--- src/rtl/core/tps_pkg.sv ---
`timescale 1ns / 1ps
`default_nettype none

package tps_pkg;

  // Note table size: the smaller of the note count and the table length.
  localparam int NOTES      = 24;
  localparam int TABLE_LEN  = 24;
  localparam int ROM_SIZE   = (NOTES < TABLE_LEN) ? NOTES : TABLE_LEN;

  localparam logic [9:0] US_PER_MS = 10'd1000;

  // Request codes carried in the input tuser field.
  localparam logic [2:0] REQ_TICK  = 3'd0;
  localparam logic [2:0] REQ_PLAY  = 3'd1;
  localparam logic [2:0] REQ_ALARM = 3'd2;
  localparam logic [2:0] REQ_SONAR = 3'd3;
  localparam logic [2:0] REQ_STOP  = 3'd4;

  // Configuration register indexes.
  localparam logic [2:0] CFG_ALARM_MS     = 3'd0;
  localparam logic [2:0] CFG_PING_MS      = 3'd1;
  localparam logic [2:0] CFG_GAP_MS       = 3'd2;
  localparam logic [2:0] CFG_ALARM_FIRST  = 3'd3;
  localparam logic [2:0] CFG_ALARM_SECOND = 3'd4;
  localparam logic [2:0] CFG_PING_NOTE    = 3'd5;

  typedef enum logic [1:0] {
    MODE_IDLE   = 2'd0,
    MODE_SINGLE = 2'd1,
    MODE_ALARM  = 2'd2,
    MODE_SONAR  = 2'd3
  } tps_mode_t;

  typedef struct packed {
    logic [11:0] period;
    logic [11:0] pulse;
  } tps_tone_t;

  typedef struct packed {
    logic [15:0] siren_ms;
    logic [15:0] ping_ms;
    logic [15:0] gap_ms;
    logic [4:0]  alarm_first_note;
    logic [4:0]  alarm_second_note;
    logic [4:0]  ping_note;
  } tps_cfg_t;

  typedef struct packed {
    logic [2:0]  req_type;
    logic [4:0]  note;
    logic [15:0] length_ms;
  } tps_item_t;

  // Declared from the top bit down so pwm_period lands in the lowest bits.
  typedef struct packed {
    logic        step_advanced;
    logic [1:0]  play_mode;
    logic        running;
    logic [11:0] pwm_compare;
    logic [11:0] pwm_period;
  } tps_result_t;

  localparam tps_tone_t TONE_TABLE [TABLE_LEN] = '{
    '{12'd3815, 12'd1907}, '{12'd3609, 12'd1804}, '{12'd3400, 12'd1700},
    '{12'd3214, 12'd1607}, '{12'd3029, 12'd1514}, '{12'd2864, 12'd1432},
    '{12'd2701, 12'd1350}, '{12'd2550, 12'd1275}, '{12'd2408, 12'd1204},
    '{12'd2271, 12'd1135}, '{12'd2144, 12'd1072}, '{12'd2023, 12'd1011},
    '{12'd1911, 12'd955},  '{12'd1804, 12'd902},  '{12'd1702, 12'd851},
    '{12'd1606, 12'd803},  '{12'd1516, 12'd758},  '{12'd1431, 12'd715},
    '{12'd1350, 12'd675},  '{12'd1274, 12'd637},  '{12'd1202, 12'd601},
    '{12'd1135, 12'd567},  '{12'd1071, 12'd535},  '{12'd1011, 12'd505}
  };

  // Indexes at or beyond the table size fall back to the last entry.
  function automatic tps_tone_t tone_lookup(input logic [4:0] note);
    logic [4:0] idx;
    idx = (note < 5'(ROM_SIZE)) ? note : 5'(ROM_SIZE - 1);
    return TONE_TABLE[idx];
  endfunction

endpackage

`default_nettype wire

--- src/rtl/core/tps_cfg_regs.sv ---
`timescale 1ns / 1ps
`default_nettype none

module tps_cfg_regs (
  input  logic             clk,
  input  logic             rst,
  input  logic             cfg_we,
  input  logic [2:0]       cfg_index,
  input  logic [15:0]      cfg_wdata,
  output tps_pkg::tps_cfg_t cfg
);
  import tps_pkg::*;

  // Writes to indexes past the last register are dropped.
  always_ff @(posedge clk) begin
    if (rst) begin
      cfg.siren_ms          <= 16'd300;
      cfg.ping_ms           <= 16'd150;
      cfg.gap_ms            <= 16'd850;
      cfg.alarm_first_note  <= 5'd9;
      cfg.alarm_second_note <= 5'd16;
      cfg.ping_note         <= 5'd12;
    end else if (cfg_we) begin
      unique case (cfg_index)
        CFG_ALARM_MS:     cfg.siren_ms          <= cfg_wdata;
        CFG_PING_MS:      cfg.ping_ms           <= cfg_wdata;
        CFG_GAP_MS:       cfg.gap_ms            <= cfg_wdata;
        CFG_ALARM_FIRST:  cfg.alarm_first_note  <= cfg_wdata[4:0];
        CFG_ALARM_SECOND: cfg.alarm_second_note <= cfg_wdata[4:0];
        CFG_PING_NOTE:    cfg.ping_note         <= cfg_wdata[4:0];
        default: ;
      endcase
    end
  end

endmodule

`default_nettype wire

--- src/rtl/core/tps_in_reg.sv ---
`timescale 1ns / 1ps
`default_nettype none

module tps_in_reg (
  input  logic              clk,
  input  logic              rst,
  input  logic              s_tvalid,
  output logic              s_tready,
  input  logic [2:0]        s_tuser,
  input  logic [23:0]       s_tdata,
  input  logic              stage_ready,
  output logic              item_valid,
  output tps_pkg::tps_item_t item
);
  import tps_pkg::*;

  // The register frees up whenever the engine takes its item this cycle.
  assign s_tready = !item_valid || stage_ready;

  always_ff @(posedge clk) begin
    if (rst) begin
      item_valid <= 1'b0;
    end else if (s_tready) begin
      item_valid <= s_tvalid;
    end
  end

  always_ff @(posedge clk) begin
    if (s_tready && s_tvalid) begin
      item.req_type  <= s_tuser;
      item.note      <= s_tdata[4:0];
      item.length_ms <= s_tdata[20:5];
    end
  end

endmodule

`default_nettype wire

--- src/rtl/core/tps_engine.sv ---
`timescale 1ns / 1ps
`default_nettype none

module tps_engine (
  input  logic                clk,
  input  logic                rst,
  input  logic                item_valid,
  input  tps_pkg::tps_item_t  item,
  input  tps_pkg::tps_cfg_t   cfg,
  input  logic                out_ready,
  output logic                stage_ready,
  output logic                out_valid,
  output tps_pkg::tps_result_t result
);
  import tps_pkg::*;

  logic [26:0] elapsed_time, elapsed_time_next;
  logic [25:0] target_time, target_time_next;
  tps_mode_t   mode_reg, mode_reg_next;
  logic        siren_step, siren_step_next;
  logic        in_gap, in_gap_next;
  logic        timer_on, timer_on_next;
  logic [11:0] period_ticks, period_ticks_next;
  logic [11:0] compare_ticks, compare_ticks_next;

  logic        fire;
  logic        advanced;
  logic        arm;
  logic        arm_tone;
  logic [4:0]  sel_note;
  logic [15:0] sel_ms;
  logic [26:0] tick_sum;
  tps_tone_t   tone;

  assign stage_ready = !out_valid || out_ready;
  assign fire        = item_valid && stage_ready;

  assign tone     = tone_lookup(sel_note);
  assign tick_sum = elapsed_time + {15'd0, period_ticks} + 27'd1;

  always_comb begin
    elapsed_time_next  = elapsed_time;
    target_time_next   = target_time;
    mode_reg_next      = mode_reg;
    siren_step_next    = siren_step;
    in_gap_next        = in_gap;
    timer_on_next      = timer_on;
    period_ticks_next  = period_ticks;
    compare_ticks_next = compare_ticks;
    advanced           = 1'b0;
    arm                = 1'b0;
    arm_tone           = 1'b1;
    sel_note           = cfg.ping_note;
    sel_ms             = cfg.ping_ms;

    unique case (item.req_type)
      REQ_TICK: begin
        if (timer_on) begin
          elapsed_time_next = tick_sum;
          if (tick_sum >= {1'b0, target_time}) begin
            advanced = 1'b1;
            unique case (mode_reg)
              MODE_ALARM: begin
                siren_step_next = ~siren_step;
                arm             = 1'b1;
                sel_note        = siren_step ? cfg.alarm_first_note
                                             : cfg.alarm_second_note;
                sel_ms          = cfg.siren_ms;
              end
              MODE_SONAR: begin
                arm         = 1'b1;
                in_gap_next = ~in_gap;
                if (!in_gap) begin
                  arm_tone = 1'b0;
                  sel_ms   = cfg.gap_ms;
                end
              end
              MODE_IDLE, MODE_SINGLE: begin
                timer_on_next = 1'b0;
                mode_reg_next = MODE_IDLE;
              end
            endcase
          end
        end
      end
      REQ_PLAY: begin
        mode_reg_next = MODE_SINGLE;
        arm           = 1'b1;
        sel_note      = item.note;
        sel_ms        = item.length_ms;
      end
      REQ_ALARM: begin
        mode_reg_next   = MODE_ALARM;
        siren_step_next = 1'b0;
        arm             = 1'b1;
        sel_note        = cfg.alarm_first_note;
        sel_ms          = cfg.siren_ms;
      end
      REQ_SONAR: begin
        mode_reg_next = MODE_SONAR;
        in_gap_next   = 1'b0;
        arm           = 1'b1;
      end
      REQ_STOP: begin
        mode_reg_next = MODE_IDLE;
        timer_on_next = 1'b0;
      end
      default: ;
    endcase

    // Arming restarts the step timer; a silent gap keeps the period.
    if (arm) begin
      elapsed_time_next = 27'd0;
      target_time_next  = 26'({10'd0, sel_ms} * {16'd0, US_PER_MS});
      if (arm_tone) begin
        period_ticks_next  = tone.period;
        compare_ticks_next = tone.pulse;
        timer_on_next      = 1'b1;
      end else begin
        compare_ticks_next = 12'd0;
      end
    end
  end

  always_ff @(posedge clk) begin
    if (rst) begin
      elapsed_time  <= 27'd0;
      target_time   <= 26'd0;
      mode_reg      <= MODE_IDLE;
      siren_step    <= 1'b0;
      in_gap        <= 1'b0;
      timer_on      <= 1'b0;
      period_ticks  <= 12'd0;
      compare_ticks <= 12'd0;
    end else if (fire) begin
      elapsed_time  <= elapsed_time_next;
      target_time   <= target_time_next;
      mode_reg      <= mode_reg_next;
      siren_step    <= siren_step_next;
      in_gap        <= in_gap_next;
      timer_on      <= timer_on_next;
      period_ticks  <= period_ticks_next;
      compare_ticks <= compare_ticks_next;
    end
  end

  always_ff @(posedge clk) begin
    if (rst) begin
      out_valid <= 1'b0;
    end else if (stage_ready) begin
      out_valid <= item_valid;
    end
  end

  always_ff @(posedge clk) begin
    if (fire) begin
      result.pwm_period    <= period_ticks_next;
      result.pwm_compare   <= compare_ticks_next;
      result.running       <= timer_on_next;
      result.play_mode     <= mode_reg_next;
      result.step_advanced <= advanced;
    end
  end

endmodule

`default_nettype wire

--- src/rtl/core/tone_pattern_sequencer_core.sv ---
// A request is captured in the input register and then in the result register, where
// m_tvalid rises; backpressure can hold it in between. Throughput: one item per cycle
// unless the result side stalls; each item is a single compare-and-update of the step state.
// Backpressure on the result side stalls the input register after at most one more transfer.
// Reset (rst, synchronous, active high): play state cleared to idle with zero period
// and compare; configuration registers return to their default durations and notes.
`timescale 1ns / 1ps
`default_nettype none

module tone_pattern_sequencer_core (
  input  logic        clk,
  input  logic        rst,
  // Request stream.
  input  logic        s_tvalid,
  output logic        s_tready,
  input  logic [2:0]  s_tuser,   // [2:0] req_type
  input  logic [23:0] s_tdata,   // [4:0] note, [20:5] note length in ms, [23:21] zero
  // Result stream.
  output logic        m_tvalid,
  input  logic        m_tready,
  output logic [31:0] m_tdata,   // [11:0] pwm_period, [23:12] pwm_compare,
                                 // [24] running, [26:25] play_mode,
                                 // [27] step_advanced, [31:28] zero
  // Configuration write port.
  input  logic        cfg_we,
  input  logic [2:0]  cfg_index,
  input  logic [15:0] cfg_wdata
);
  import tps_pkg::*;

  tps_cfg_t    cfg;
  tps_item_t   item;
  tps_result_t result;
  logic        item_valid;
  logic        stage_ready;

  // Configuration registers. New durations and notes are picked up the next
  // time a note or gap is armed; the current step runs out unchanged.
  tps_cfg_regs u_cfg (
    .clk       (clk),
    .rst       (rst),
    .cfg_we    (cfg_we),
    .cfg_index (cfg_index),
    .cfg_wdata (cfg_wdata),
    .cfg       (cfg)
  );

  // Input register. It accepts a new transfer whenever its current item
  // moves on to the engine in the same cycle, so the stream runs at full rate unless the result side stalls.
  tps_in_reg u_in (
    .clk         (clk),
    .rst         (rst),
    .s_tvalid    (s_tvalid),
    .s_tready    (s_tready),
    .s_tuser     (s_tuser),
    .s_tdata     (s_tdata),
    .stage_ready (stage_ready),
    .item_valid  (item_valid),
    .item        (item)
  );

  // Sequencer engine: the play state, the note table lookup, the step timer
  // and the result register. A tick while the timer is stopped, and any
  // unknown request code, leave the state alone and report it unchanged.
  tps_engine u_engine (
    .clk         (clk),
    .rst         (rst),
    .item_valid  (item_valid),
    .item        (item),
    .cfg         (cfg),
    .out_ready   (m_tready),
    .stage_ready (stage_ready),
    .out_valid   (m_tvalid),
    .result      (result)
  );

  assign m_tdata = {4'd0, result};

endmodule

`default_nettype wire

--- config.mk ---
export PLATFORM = sky130hd
export DESIGN_NAME = tone_pattern_sequencer_core
export DESIGN_NICKNAME = d
export VERILOG_FILES = /design/src/rtl/core/tps_pkg.sv /design/src/rtl/core/tps_cfg_regs.sv /design/src/rtl/core/tps_in_reg.sv /design/src/rtl/core/tps_engine.sv /design/src/rtl/core/tone_pattern_sequencer_core.sv
export SDC_FILE = /design/constraint.sdc
export NUM_CORES = 1
export LEC_CHECK = 0
export BUFFER_PORTS_ARGS = -buffer_cell sky130_fd_sc_hd__buf_2
export CAP_MARGIN = 20
export CORE_MARGIN = 2
export CORE_UTILIZATION = 50
export DETAILED_ROUTE_END_ITERATION = 10
export PLACE_DENSITY_LB_ADDON = 0.2
export SLEW_MARGIN = 20
export SYNTH_ARGS = -nofsm -noshare
export SYNTH_HDL_FRONTEND = slang
export SYNTH_HIERARCHICAL = 1
export SYNTH_SLANG_ARGS = --single-unit
--- constraint.sdc ---
create_clock -name clk -period 12.05 [get_ports clk]
set_input_delay 0 -clock clk [delete_from_list [all_inputs] [get_ports clk]]
set_output_delay 0 -clock clk [all_outputs]
set_load 0.01 [all_outputs]
==> results.py <==
metrics = {
    "routing": {
        "postRouteAntennaNets": 0,
        "route.detailed.drc": 0,
        "vias": 11100,
        "via_per_inst": 5.60,
        "wl_per_cell_um": 16.7,
        "first_pass_iters": 5,
        "wirelength_um": 33200,
        "drt_iter0_drc": 912,
    },
    "worst_setup_path": {
        "r2r_slack_ns": 1.54,
        "cp_common_cell": "fa_1",
        "r2r_cells": 37,
        "start_kind": "flip-flop",
        "critPathBufInv": 2,
        "reg2reg_from": "u_engine/period_ticks[1]",
        "criticalPathCategory": "reg -> reg",
        "cp_slowest_stage_delay_ns": 0.61,
        "end_kind": "flip-flop",
        "worstPathMaxFanout": 18,
        "slowest_stage": "nor4b_1",
        "required_ns": 12.41,
        "path_delay_family": "compound AO/OA/AOI/OAI gates",
        "rr_endpoint": "u_engine/target_time[23]",
        "worstPathArrival_ns": 10.86,
    },
    "finish": {
        "utilization_pct": 57.2,
        "layout_commonest_cell": "nor2_1",
        "layout.nets": 1831,
        "final_area_um2": 15400,
        "drive_gt1_share_pct": 10.0,
        "largest_register_ff_count": 63,
        "layout_common_cells": "165 x nor2_1, 144 x dfxtp_1, 131 x nand2_1",
        "diodes": 0,
        "syn_to_final_growth_pct": 12.1,
        "top_register": "u_cfg/cfg",
        "final_cells": 1984,
        "reg.largest.list": "u_cfg/cfg: 63 flops, u_engine/result: 28 flops, u_engine/elapsed_time: 27 flops",
    },
    "die": {
        "rows": 60,
        "ios": 85,
        "start_util_pct": 51.0,
        "dieHeight_um": 170,
        "die-area_um2": 28900,
        "die_w_um": 170,
        "coreArea_um2": 27000,
    },
    "power": {
        "p_leak_nw": 6.48,
        "power_density_nw_per_um2": 160,
        "total_power_mw": 2.47,
        "peakVddDrop_uv": 92.0,
    },
    "place": {
        "placed_area_um2": 14400,
        "gp_congestion": 0.917,
        "dp_hpwl_um": 23500,
        "dp_slack_ns": 1.58,
        "portBuffers": 77,
        "dp_cells": 1909,
    },
    "clock_network": {
        "clk_pin_slew_worst_paths_ns": 0.09,
        "cts_root_buffer": "clkbuf_16",
        "cts_tree": "yes",
        "clock_latency_ns": 0.44,
        "htreeDepth": 4,
        "cts_buffers": 17,
        "cts_resized": 0,
        "numClockSinks": 196,
        "cts_setup_buffers": 0,
        "clk_path_buf_depth": 2,
        "cts_hold_buf": 43,
    },
    "global_route": {
        "antenna_found_initial": 0,
        "grtUsageTotal_pct": 23.6,
        "grt_max_degree": 98,
        "first_global_vias": 10600,
        "grt.overflow.total": 0,
        "grt_pass1_wl_um": 54900,
    },
    "worst_hold_path": {
        "whs_path_depth": 3,
        "hold_class": "in -> reg",
        "hp-start": "cfg_we",
        "hold_path_end": "u_cfg/cfg[11]",
    },
    "sta": {
        "rsz0062_at_grt": "no",
        "tightest_slew_ns": 1.03,
        "final-hold-violation-count": 0,
        "setup-violations-final": 0,
        "fin_crit_sh_pct": 87.2,
        "fin_setup_tns_ns": 0,
        "period_minus_slack_ns": 10.51,
        "skew_ns": 0.0220,
        "setup_ws_ns": 1.54,
        "slew_violations": 0,
        "holdWs_ns": 0.0212,
        "slew_headroom_pct": 30.9,
        "fmax_mhz": 95.2,
    },
    "synthesis": {
        "synth_cell_types": 95,
        "synthArstFlopShare_pct": 0,
        "synth_largest_area_cell": "dfxtp_1",
        "synth-main-ff-cell": "dfxtp_1",
        "syn_inst": 1556,
        "seq_area_frac_synth_pct": 32.3,
        "synth_area_um2": 13800,
        "synth_top_cell_area_share_pct": 21.0,
        "ys_warn_count": 6,
        "yosys-top-cells-area": "dfxtp_1 21%, edfxtp_1 11%, ha_1 8.6%, fa_1 8.0%, mux2i_1 5.1%",
        "synth_seq_cells": 196,
        "synth_enable_flop_cells": 52,
        "syn_avg_cell_area_um2": 8.84,
    },
    "run_status": {
        "status": "finished, final reports clean",
    },
    "job": {
        "cap_violations": 0,
    },
}
-- logic make-up after synthesis --
logic type	after synthesis	synth area share, %
AND/OR/NAND/NOR	507	17.8
flip-flops	196	32.3
XOR/XNOR	45	3.06
multiplexers	73	5.34
adder cells (fa/ha/maj)	150	16.6
other	1	0.0273
buffers and inverters	208	6.12
AO/OA/AOI/OAI	376	18.7
-- layout make-up --
class / count / area, um^2
fill: 2429 / 11500
multi-input combinational: 1155 / 8510
sequential: 196 / 4440
timing repair buffer: 136 / 936
inverter: 124 / 465
tap: 341 / 427
clock buffer: 17 / 425
clock inverter: 15 / 215
-- tightest hold or removal path, stage by stage --
cell,delay [ns]
buf_2,0.15
nand4b_1,0.18
mux2i_1,0.09
-- per-layer routing --
| metal | part of all wire [%] | up-vias | GRT usage, % |
|---|---|---|---|
| li1 | - | 5564 | - |
| met1 | 49 | 5289 | 33.6 |
| met2 | 46 | 231 | 38.2 |
| met3 | 3.6 | 27 | 2.81 |
| met4 | 1.3 | 0 | 5.95 |
| met5 | 0 | - | 0 |
-- power by group --
group	switching, mW	internal (mW)
Sequential	0.0189	0.715
Combinational	0.642	0.474
Clock	0.310	0.308
-- synthesized netlist by cell type (4+ instances only) --
library cell	n
buf_2	10
buf_4	7
clkbuf_1	59
buf_1	5
o21bai_1	4
fa_1	55
a21o_1	20
nor3_1	33
o32ai_1	8
or3_1	9
o21ai_1	13
ha_1	95
inv_1	122
a21oi_1	90
o31ai_1	7
a22oi_1	22
o22a_1	14
nand3_1	20
xor2_1	13
dfxtp_1	144
a211oi_1	11
and3_1	9
nor2b_1	21
and2_1	4
o21a_1	19
a311oi_1	15
o21ai_0	74
nand2_1	131
nor2_1	165
a31oi_1	8
o211ai_1	8
nand4_1	11
o22ai_1	6
a21boi_0	8
edfxtp_1	52
nand2b_1	75
mux2i_1	70
xnor2_1	30
-- worst max-delay path by stage --
stage | startpoint | to | slack [ns] | cells after the start
2_1_floorplan | u_engine/period_ticks[0] | u_engine/target_time[24] | 2.91 | 42
3_3_place_gp | u_engine/period_ticks[1] | u_engine/target_time[24] | 1.76 | 37
3_5_place_dp | u_engine/period_ticks[1] | u_engine/target_time[24] | 1.58 | 37
4_1_cts | u_engine/period_ticks[1] | u_engine/target_time[24] | 1.56 | 37
5_1_grt | u_engine/period_ticks[1] | u_engine/target_time[24] | 0.64 | 37
6_report | u_engine/period_ticks[1] | u_engine/target_time[23] | 1.54 | 37
Power figures use the tool's default switching activity.
